**config.mk**
```make
export PLATFORM = sky130hd
export DESIGN_NAME = rational_arith_unit_core
export DESIGN_NICKNAME = d
export VERILOG_FILES = /design/src/rtl/core/rau_pkg.sv /design/src/rtl/core/rau_ctrl.sv /design/src/rtl/core/rau_datapath.sv /design/src/rtl/core/rational_arith_unit_core.sv
export SDC_FILE = /design/constraint.sdc
export NUM_CORES = 2
export LEC_CHECK = 0
export BUFFER_PORTS_ARGS = -buffer_cell sky130_fd_sc_hd__buf_2
export CAP_MARGIN = 20
export CORE_ASPECT_RATIO = 1.4
export CORE_MARGIN = 2
export CORE_UTILIZATION = 52
export CTS_CLUSTER_DIAMETER = 30
export DETAILED_ROUTE_END_ITERATION = 10
export PLACE_DENSITY = 0.69
export SLEW_MARGIN = 20
export SYNTH_ARGS = -nofsm -noshare
export SYNTH_HDL_FRONTEND = slang
export SYNTH_SLANG_ARGS = --single-unit
```
**constraint.sdc**
```tcl
create_clock -name clock -period 8.7 [get_ports clock]
set_input_delay 1.74 -clock clock [delete_from_list [all_inputs] [get_ports clock]]
set_output_delay 1.74 -clock clock [all_outputs]
set_load 0.05 [all_outputs]
```
**src/rtl/core/rau_pkg.sv**
```systemverilog
// Shared types and constants for the rational arithmetic unit.
// Holds operation and status codes, controller states and the
// command/status structs that join the controller and the datapath.
package rau_pkg;

   localparam int CMD_W      = 3;
   localparam int NUM_W      = 32;
   localparam int DEN_W      = 31;
   localparam int ORD_W      = 2;
   localparam int STS_W      = 2;
   localparam int RSP_DATA_W = 72;

   localparam logic [CMD_W-1:0] CMD_ADD = 3'd0;
   localparam logic [CMD_W-1:0] CMD_SUB = 3'd1;
   localparam logic [CMD_W-1:0] CMD_MUL = 3'd2;
   localparam logic [CMD_W-1:0] CMD_DIV = 3'd3;
   localparam logic [CMD_W-1:0] CMD_CMP = 3'd4;

   localparam logic [STS_W-1:0] STS_OK       = 2'd0;
   localparam logic [STS_W-1:0] STS_INVALID  = 2'd1;
   localparam logic [STS_W-1:0] STS_OVERFLOW = 2'd2;

   localparam logic signed [ORD_W-1:0] ORD_LESS    = 2'b11;
   localparam logic signed [ORD_W-1:0] ORD_EQUAL   = 2'b00;
   localparam logic signed [ORD_W-1:0] ORD_GREATER = 2'b01;

   localparam logic [63:0] NUM_LIMIT_POS = 64'h0000_0000_7FFF_FFFF;
   localparam logic [63:0] NUM_LIMIT_NEG = 64'h0000_0000_8000_0000;
   localparam logic [63:0] DEN_LIMIT     = 64'h0000_0000_7FFF_FFFF;

   typedef enum logic [3:0] {
      ST_IDLE,
      ST_MUL_X,
      ST_MUL_Y,
      ST_MUL_D,
      ST_COMBINE,
      ST_CHECK,
      ST_GCD,
      ST_DIV,
      ST_FINISH
   } state_type;

   typedef enum logic [1:0] {
      MS_NONE,
      MS_X,
      MS_Y,
      MS_D
   } mul_step_type;

   typedef struct packed {
      logic         load;
      mul_step_type mul_step;
      logic         combine;
      logic         gcd_init;
      logic         gcd_step;
      logic         div_init;
      logic         div_step;
      logic         out_write;
   } dp_cmd_type;

   typedef struct packed {
      logic quick;
      logic gcd_done;
      logic div_last;
      logic out_free;
   } dp_sts_type;

endpackage

```
**src/rtl/core/rau_ctrl.sv**
```systemverilog
// Sequencer for the rational arithmetic unit.
// Steps the datapath through multiply, combine, GCD and divide phases.
// Depends on rau_pkg.
module rau_ctrl
   import rau_pkg::*;
(
   input  logic       clock,
   input  logic       reset,
   input  logic       req_fire,
   input  dp_sts_type sts,
   output dp_cmd_type cmd,
   output logic       idle
);

   state_type state_ff;
   state_type state_in;

   always_ff @(posedge clock) begin
      if (reset) begin
         state_ff <= ST_IDLE;
      end else begin
         state_ff <= state_in;
      end
   end

   always_comb begin
      state_in = state_ff;
      case (state_ff)
         ST_IDLE: begin
            if (req_fire) begin
               state_in = ST_MUL_X;
            end
         end
         ST_MUL_X:   state_in = ST_MUL_Y;
         ST_MUL_Y:   state_in = ST_MUL_D;
         ST_MUL_D:   state_in = ST_COMBINE;
         ST_COMBINE: state_in = ST_CHECK;
         ST_CHECK: begin
            state_in = sts.quick ? ST_FINISH : ST_GCD;
         end
         ST_GCD: begin
            if (sts.gcd_done) begin
               state_in = ST_DIV;
            end
         end
         ST_DIV: begin
            if (sts.div_last) begin
               state_in = ST_FINISH;
            end
         end
         ST_FINISH: begin
            if (sts.out_free) begin
               state_in = ST_IDLE;
            end
         end
         default: state_in = ST_IDLE;
      endcase
   end

   always_comb begin
      cmd  = '0;
      idle = 1'b0;
      case (state_ff)
         ST_IDLE: begin
            idle     = 1'b1;
            cmd.load = req_fire;
         end
         ST_MUL_X:   cmd.mul_step = MS_X;
         ST_MUL_Y:   cmd.mul_step = MS_Y;
         ST_MUL_D:   cmd.mul_step = MS_D;
         ST_COMBINE: cmd.combine  = 1'b1;
         ST_CHECK: begin
            cmd.gcd_init = !sts.quick;
         end
         ST_GCD: begin
            cmd.gcd_step = !sts.gcd_done;
            cmd.div_init = sts.gcd_done;
         end
         ST_DIV:    cmd.div_step  = 1'b1;
         ST_FINISH: cmd.out_write = sts.out_free;
         default: begin
            cmd  = '0;
            idle = 1'b0;
         end
      endcase
   end

endmodule

```
**src/rtl/core/rau_datapath.sv**
```systemverilog
// Datapath of the rational arithmetic unit: operand registers, shared
// multiplier, sign-magnitude combine, binary GCD, two-lane restoring
// divider and the result register. Depends on rau_pkg.
module rau_datapath
   import rau_pkg::*;
#(
   parameter int W = 16
) (
   input  logic                     clock,
   input  logic                     reset,
   input  dp_cmd_type               cmd,
   output dp_sts_type               sts,
   input  logic [CMD_W-1:0]         in_cmd,
   input  logic signed [W-1:0]      in_left_num,
   input  logic signed [W-1:0]      in_left_den,
   input  logic signed [W-1:0]      in_right_num,
   input  logic signed [W-1:0]      in_right_den,
   input  logic                     out_ready,
   output logic                     out_valid,
   output logic signed [NUM_W-1:0]  out_num,
   output logic [DEN_W-1:0]         out_den,
   output logic signed [ORD_W-1:0]  out_order,
   output logic [STS_W-1:0]         out_status
);

   localparam int PW = 2 * W;
   localparam int KW = $clog2(PW + 1);
   localparam int CW = $clog2(PW);

   function automatic logic [W-1:0] mag_of(input logic signed [W-1:0] v);
      return v[W-1] ? W'(-v) : W'(v);
   endfunction

   // operand registers
   logic [CMD_W-1:0]    op_ff;
   logic signed [W-1:0] ln_ff, ld_ff, rn_ff, rd_ff;
   // products, combined numerator, denominator
   logic [PW-1:0]       p0_ff, p1_ff, nm_ff, dm_ff;
   logic                neg_ff;
   // GCD state; a_ff later holds the divisor
   logic [PW-1:0]       a_ff, b_ff;
   logic [KW-1:0]       k_ff;
   // divider remainders and step count
   logic [PW-1:0]       remn_ff, remd_ff;
   logic [CW-1:0]       cnt_ff;
   // result register
   logic                     out_valid_ff;
   logic signed [NUM_W-1:0]  out_num_ff;
   logic [DEN_W-1:0]         out_den_ff;
   logic signed [ORD_W-1:0]  out_order_ff;
   logic [STS_W-1:0]         out_status_ff;

   logic [W-1:0]  ml, mdl, mr, mdr;
   logic          sl, sr, sb;
   logic [W-1:0]  op_a, op_b;
   logic [PW-1:0] prod;
   logic [PW-1:0] sum;
   logic [PW:0]   diff;
   logic [PW-1:0] rdiff;
   logic [PW-1:0] nm_in;
   logic          neg_in;
   logic          err;
   logic [PW:0]   gdiff;
   logic [PW-1:0] gbdiff;
   logic [PW:0]   remn_sh, remd_sh, trial_n, trial_d;
   logic          ovf;
   logic [63:0]   nm_ext, num_signed;
   logic                     out_valid_in;
   logic signed [NUM_W-1:0]  res_num;
   logic [DEN_W-1:0]         res_den;
   logic signed [ORD_W-1:0]  res_order;
   logic [STS_W-1:0]         res_status;

   assign ml  = mag_of(ln_ff);
   assign mdl = mag_of(ld_ff);
   assign mr  = mag_of(rn_ff);
   assign mdr = mag_of(rd_ff);

   // numerator signs after moving the denominator sign across
   assign sl = (ln_ff != '0) && (ln_ff[W-1] ^ ld_ff[W-1]);
   assign sr = (rn_ff != '0) && (rn_ff[W-1] ^ rd_ff[W-1]);
   assign sb = (op_ff == CMD_SUB || op_ff == CMD_CMP) ? !sr : sr;

   assign err = (op_ff > CMD_CMP) || (ld_ff == '0) || (rd_ff == '0)
                || (op_ff == CMD_DIV && rn_ff == '0);

   // shared multiplier operand select
   always_comb begin
      op_a = ml;
      op_b = mdr;
      case (cmd.mul_step)
         MS_X: begin
            op_a = ml;
            op_b = (op_ff == CMD_MUL) ? mr : mdr;
         end
         MS_Y: begin
            op_a = mr;
            op_b = mdl;
         end
         MS_D: begin
            op_a = mdl;
            op_b = (op_ff == CMD_DIV) ? mr : mdr;
         end
         default: begin
            op_a = ml;
            op_b = mdr;
         end
      endcase
   end

   assign prod = PW'(op_a) * PW'(op_b);

   // sign-magnitude add of the two cross products
   assign sum   = p0_ff + p1_ff;
   assign diff  = {1'b0, p0_ff} - {1'b0, p1_ff};
   assign rdiff = p1_ff - p0_ff;

   always_comb begin
      if (op_ff == CMD_MUL || op_ff == CMD_DIV) begin
         nm_in  = p0_ff;
         neg_in = sl ^ sr;
      end else if (sl == sb) begin
         nm_in  = sum;
         neg_in = sl;
      end else if (!diff[PW]) begin
         nm_in  = diff[PW-1:0];
         neg_in = sl;
      end else begin
         nm_in  = rdiff;
         neg_in = sb;
      end
   end

   assign gdiff  = {1'b0, a_ff} - {1'b0, b_ff};
   assign gbdiff = b_ff - a_ff;

   assign remn_sh = {remn_ff, nm_ff[PW-1]};
   assign remd_sh = {remd_ff, dm_ff[PW-1]};
   assign trial_n = remn_sh - {1'b0, a_ff};
   assign trial_d = remd_sh - {1'b0, a_ff};

   always_ff @(posedge clock) begin
      if (cmd.load) begin
         op_ff <= in_cmd;
         ln_ff <= in_left_num;
         ld_ff <= in_left_den;
         rn_ff <= in_right_num;
         rd_ff <= in_right_den;
      end
      case (cmd.mul_step)
         MS_X:    p0_ff <= prod;
         MS_Y:    p1_ff <= prod;
         MS_D:    dm_ff <= prod;
         default: p0_ff <= p0_ff;
      endcase
      if (cmd.combine) begin
         nm_ff  <= nm_in;
         neg_ff <= neg_in;
      end
      if (cmd.gcd_init) begin
         a_ff <= nm_ff;
         b_ff <= dm_ff;
         k_ff <= '0;
      end else if (cmd.gcd_step) begin
         if (!a_ff[0] && !b_ff[0]) begin
            a_ff <= a_ff >> 1;
            b_ff <= b_ff >> 1;
            k_ff <= k_ff + 1'b1;
         end else if (!a_ff[0]) begin
            a_ff <= a_ff >> 1;
         end else if (!b_ff[0]) begin
            b_ff <= b_ff >> 1;
         end else if (!gdiff[PW]) begin
            a_ff <= gdiff[PW-1:0] >> 1;
         end else begin
            b_ff <= gbdiff >> 1;
         end
      end else if (cmd.div_init) begin
         // restore the common power of two: a_ff becomes the GCD
         a_ff    <= a_ff << k_ff;
         remn_ff <= '0;
         remd_ff <= '0;
         cnt_ff  <= '0;
      end else if (cmd.div_step) begin
         if (!trial_n[PW]) begin
            remn_ff <= trial_n[PW-1:0];
            nm_ff   <= {nm_ff[PW-2:0], 1'b1};
         end else begin
            remn_ff <= remn_sh[PW-1:0];
            nm_ff   <= {nm_ff[PW-2:0], 1'b0};
         end
         if (!trial_d[PW]) begin
            remd_ff <= trial_d[PW-1:0];
            dm_ff   <= {dm_ff[PW-2:0], 1'b1};
         end else begin
            remd_ff <= remd_sh[PW-1:0];
            dm_ff   <= {dm_ff[PW-2:0], 1'b0};
         end
         cnt_ff <= cnt_ff + 1'b1;
      end
   end

   // result formatting
   assign nm_ext     = 64'(nm_ff);
   assign num_signed = neg_ff ? (64'd0 - nm_ext) : nm_ext;
   assign ovf = (64'(dm_ff) > DEN_LIMIT)
                || (neg_ff ? (nm_ext > NUM_LIMIT_NEG) : (nm_ext > NUM_LIMIT_POS));

   always_comb begin
      res_num    = '0;
      res_den    = '0;
      res_order  = ORD_EQUAL;
      res_status = STS_OK;
      if (err) begin
         res_status = STS_INVALID;
      end else if (op_ff == CMD_CMP) begin
         if (nm_ff == '0) begin
            res_order = ORD_EQUAL;
         end else begin
            res_order = neg_ff ? ORD_LESS : ORD_GREATER;
         end
      end else if (nm_ff == '0) begin
         res_den = DEN_W'(1);
      end else if (ovf) begin
         res_status = STS_OVERFLOW;
      end else begin
         res_num = num_signed[NUM_W-1:0];
         res_den = DEN_W'(dm_ff);
      end
   end

   always_comb begin
      out_valid_in = out_valid_ff;
      if (cmd.out_write) begin
         out_valid_in = 1'b1;
      end else if (out_ready) begin
         out_valid_in = 1'b0;
      end
   end

   always_ff @(posedge clock) begin
      if (reset) begin
         out_valid_ff <= 1'b0;
      end else begin
         out_valid_ff <= out_valid_in;
      end
   end

   always_ff @(posedge clock) begin
      if (cmd.out_write) begin
         out_num_ff    <= res_num;
         out_den_ff    <= res_den;
         out_order_ff  <= res_order;
         out_status_ff <= res_status;
      end
   end

   assign sts.quick    = err || (op_ff == CMD_CMP) || (nm_ff == '0);
   assign sts.gcd_done = (a_ff == b_ff);
   assign sts.div_last = (cnt_ff == CW'(PW - 1));
   assign sts.out_free = !out_valid_ff || out_ready;

   assign out_valid  = out_valid_ff;
   assign out_num    = out_num_ff;
   assign out_den    = out_den_ff;
   assign out_order  = out_order_ff;
   assign out_status = out_status_ff;

endmodule

```
**src/rtl/core/rational_arith_unit_core.sv**
```systemverilog
// An item passes through the multiply, combine and check states, the binary GCD loop
// and the bit-serial divider, then the finish state writes the output register; errors,
// compares and zero results skip the GCD and divide. Throughput: one item at a time;
// the next transfer is taken once the result sits in the output register, but a result
// that finds it still full holds the sequencer, which stalls the input side.
// Reset: synchronous, active high; clears the sequencer and the output valid.
module rational_arith_unit_core
   import rau_pkg::*;
#(
   parameter int WIDTH = 16,
   localparam int REQ_DATA_W = ((4 * WIDTH + 7) / 8) * 8
) (
   input  logic                   clock,
   input  logic                   reset,
   input  logic                   req_tvalid,
   output logic                   req_tready,
   // [left_num, left_den, right_num, right_den], WIDTH bits each, lowest first
   input  logic [REQ_DATA_W-1:0]  req_tdata,
   // [cmd]
   input  logic [CMD_W-1:0]       req_tuser,
   output logic                   rsp_tvalid,
   input  logic                   rsp_tready,
   // [result_num 32, result_den 31, order 2], then zero fill
   output logic [RSP_DATA_W-1:0]  rsp_tdata,
   // [status]
   output logic [STS_W-1:0]       rsp_tuser
);

   logic                     req_fire;
   logic                     idle;
   dp_cmd_type               dp_cmd;
   dp_sts_type               dp_sts;
   logic signed [NUM_W-1:0]  res_num;
   logic [DEN_W-1:0]         res_den;
   logic signed [ORD_W-1:0]  res_order;

   // take a new item only while the sequencer is idle
   assign req_tready = idle;
   assign req_fire   = req_tvalid && req_tready;

   rau_ctrl u_ctrl (
      .clock    (clock),
      .reset    (reset),
      .req_fire (req_fire),
      .sts      (dp_sts),
      .cmd      (dp_cmd),
      .idle     (idle)
   );

   // unpack the four fraction fields from the request beat
   rau_datapath #(
      .W (WIDTH)
   ) u_datapath (
      .clock        (clock),
      .reset        (reset),
      .cmd          (dp_cmd),
      .sts          (dp_sts),
      .in_cmd       (req_tuser),
      .in_left_num  (req_tdata[WIDTH-1:0]),
      .in_left_den  (req_tdata[2*WIDTH-1:WIDTH]),
      .in_right_num (req_tdata[3*WIDTH-1:2*WIDTH]),
      .in_right_den (req_tdata[4*WIDTH-1:3*WIDTH]),
      .out_ready    (rsp_tready),
      .out_valid    (rsp_tvalid),
      .out_num      (res_num),
      .out_den      (res_den),
      .out_order    (res_order),
      .out_status   (rsp_tuser)
   );

   // pack the result fields, zero fill to whole bytes
   assign rsp_tdata = {{(RSP_DATA_W - NUM_W - DEN_W - ORD_W){1'b0}},
                       res_order, res_den, res_num};

`ifndef SYNTH
   // an accepted item keeps the input side closed for the next cycle
   a_busy_after_accept: assert property (@(posedge clock) disable iff (reset)
      (req_tvalid && req_tready) |=> !req_tready)
      else $error("input accepted again right after a transfer");

   // a fresh result is only written while the sequencer is busy
   a_result_from_busy: assert property (@(posedge clock) disable iff (reset)
      $rose(rsp_tvalid) |-> $past(!req_tready))
      else $error("result appeared without an item in flight");

   a_status_code: assert property (@(posedge clock) disable iff (reset)
      rsp_tvalid |-> (rsp_tuser == STS_OK || rsp_tuser == STS_INVALID
                      || rsp_tuser == STS_OVERFLOW))
      else $error("undefined status code");

   // error results carry all-zero data
   a_error_zero: assert property (@(posedge clock) disable iff (reset)
      (rsp_tvalid && rsp_tuser != STS_OK) |-> (rsp_tdata == '0))
      else $error("error result with nonzero data");
`endif

endmodule
```
==> impl_metrics.json <==
{
  "status": "finished clean",
  "drc": 0,
  "clock.fmax_ghz": 0.1204,
  "clk_latency_ps": 660,
  "drive_above_1_share_pct": 10.48,
  "ys_types": 93,
  "grt_use_total_pct": 34.18,
  "start_kind": "register",
  "wl_per_cell_um": 24.38,
  "grt_pass1_vias": 34780,
  "die_area_sq_um": 78760,
  "synth_xor_area_share_pct": 5.721,
  "grt_pass1_wl_mm": 204.8,
  "yosys.area.top_type_share_pct": 25.06,
  "critPathSlowestCell": "fa_1",
  "critical-path-top-cell-by-count": "fa_1",
  "h-tree-depth": 3,
  "layout_min_cycle_time_ps": 8304,
  "drt_iter0_markers": 2848,
  "tritoncts": "done",
  "overflow": 0,
  "clk_pin_slew_ps": 60,
  "cp.required_ps": 9060,
  "cts_hold_buffers": 0,
  "cts_max_path_buffers": 3,
  "fin_worst_skew_ps": 33.46,
  "stdcell_area_sq_um": 44480,
  "yosysWarnings": 0,
  "ys_ff_latch": 407,
  "dp_hpwl_mm": 105.3,
  "nNetsFinal": 5207,
  "maxCapViolations": 0,
  "synth-compound-area-share_pct": 18.57,
  "drtAntennaViolNets": 0,
  "antenna_found_initial": 6,
  "r2r_slack_ps": 400,
  "cpPeakStageDelay_ps": 530,
  "syn_inst": 4520,
  "clock_sinks": 407,
  "viasPerCell": 6.225,
  "yosysMostFrequentCell": "nor2_1",
  "cts_made_buffers": 82,
  "fin_crit_sh_pct": 95.45,
  "synth-edff-count": 332,
  "ys_seq_area_share_pct": 28.83,
  "synthSimpleGateAreaFrac_pct": 15.96,
  "tns_ps": 0,
  "syn_area_per_cell_sq_um": 8.801,
  "finalSetupViolCount": 0,
  "synth_adder_area_share_pct": 20.68,
  "hold_violations": 0,
  "endpoint_kind": "register",
  "synth_area_leaders": "edfxtp_1, ha_1, fa_1, nor2_1, a21oi_1",
  "postRouteWirelength_mm": 137.5,
  "vias": 35120,
  "grt_max_degree": 85,
  "port_buffers": 139,
  "worst_pin_slew_ps": 1215,
  "slew_viol_final": 0,
  "postSynth.asyncResetShare_pct": 0,
  "dr.pass1.iters": 6,
  "synthMuxAreaShare_pct": 3.692,
  "slew_headroom_pct": 18.15,
  "hold_path_class": "register to register",
  "num_rows": 120,
  "cts_root_buf": "clkbuf_16",
  "place_congestion": 1.011,
  "finish.utilization_pct": 58.43,
  "die_w_um": 237.8,
  "synth_commonest_cells": "nor2_1, inv_1, nand2_1, a21oi_1, ha_1",
  "ys.flop_type": "edfxtp_1",
  "fp.dieH_um": 331.3,
  "post_dp_cell_area_sq_um": 41440,
  "synth_top_family_by_area": "adder cells",
  "synthToLayoutAreaGrowth_pct": 11.80,
  "pin_count": 147,
  "yosysTopAreaCell": "edfxtp_1",
  "crit_arrival_ps": 8660,
  "synthesis.area_sq_um": 39780,
  "coreArea_sq_um": 76120,
  "crit_type": "register to register",
  "start_util_pct": 52.26,
  "path_max_fanout": 8,
  "n_antenna_cell": 0
}
-- flip-flops by register name, summed over array words and instances, names as in the netlist --
name	cells
u_datapath.a_ff	32
u_datapath.cnt_ff	5
u_datapath.k_ff	6
u_datapath.remd_ff	32
u_ctrl.state_ff	4
u_datapath.remn_ff	32
u_datapath.p0_ff	32
u_datapath.out_valid	1
u_datapath.ln_ff	16
u_datapath.out_num	32
u_datapath.p1_ff	32
u_datapath.b_ff	32
u_datapath.nm_ff	32
u_datapath.rd_ff	16
u_datapath.neg_ff	1
u_datapath.dm_ff	32
u_datapath.rn_ff	16
u_datapath.out_order	2
u_datapath.op_ff	3
u_datapath.out_den	31
u_datapath.ld_ff	16
u_datapath.out_status	2
-- through the flow --
| stage | hold slack [ps] | std cells | setup WS (ps) |
|---|---|---|---|
| floorplan | 454.8 | 4526 | 811.6 |
| global placement | 494.5 | 5482 | 377.8 |
| detailed placement | 506.3 | 5482 | 211.4 |
| CTS | 512.8 | 5633 | 171.6 |
| global route | 544.4 | 5642 | -24.34 |
| finish | 514.9 | 5642 | 395.9 |
-- worst paths after layout --
path                       start              endpoint  cells after the start
max          u_datapath.rd_ff[2]  u_datapath.p1_ff[31]                     29
min          u_datapath.dm_ff[3]   u_datapath.dm_ff[3]                      2
max reg2reg  u_datapath.rd_ff[2]  u_datapath.p1_ff[31]                     29
min reg2reg  u_datapath.dm_ff[3]   u_datapath.dm_ff[3]                      2
-- placed cells by master, fill, tap and decap left out, types with 54 or more instances in the layout --
cell / instances
nor3_1: 69
a21o_1: 106
fa_1: 201
inv_1: 427
edfxtp_1: 332
nor2b_1: 67
mux2i_1: 86
clkbuf_16: 84
o21ai_0: 207
a21oi_1: 344
and3_1: 54
xnor2_1: 130
xor2_1: 128
nor2_1: 474
nand2_1: 403
ha_1: 335
buf_4: 84
buf_2: 139
dfxtp_1: 74
-- area by class of cell --
class / count / area [sq um]
Clock buffer: 89 / 2141
Inverter: 429 / 1610
Timing Repair Buffer: 225 / 1353
Fill cell: 6805 / 31650
Multi-Input combinational cell: 3454 / 25980
Tap cell: 976 / 1221
Sequential cell: 407 / 11470
Clock inverter: 62 / 693.2
-- critical path, delay by kind of cell, from the launching register on --
family | cells | cell delay [ps]
xor gates and xnor gates | 2 | 290
DFF | 1 | 460
and+or+nand+nor | 9 | 2220
AOI/OAI and AO/OA | 8 | 1620
adders and majority gates | 7 | 3250
buffers and inverters | 3 | 160
-- what timing repair did --
item | CTS | global route
endpoints found under the setup margin | 0 | 19
buffers inserted | 0 | 6
resized for setup | 0 | 25
endpoints found under the hold margin | 0 | 0
-- cells by family after synthesis --
family	Yosys count
AND/OR/NAND/NOR	1374
other	1
adder cells (fa/ha/maj)	537
flip-flops	407
buffers and inverters	666
AO/OA/AOI/OAI	1157
XOR/XNOR	259
multiplexers	119
-- metal layers --
| metal | vias up | GRT usage, % | routed length, um |
|---|---|---|---|
| li1 | 16070 | - | - |
| met1 | 17100 | 37.68 | 49300 |
| met2 | 1427 | 59.71 | 68510 |
| met3 | 519 | 5.118 | 8499 |
| met4 | 4 | 24.77 | 11210 |
| met5 | - | 0 | 27 |
Power is left out: the tool's default activity adds up to more than one toggle a clock period on the data nets, which glitch-free logic cannot reach.
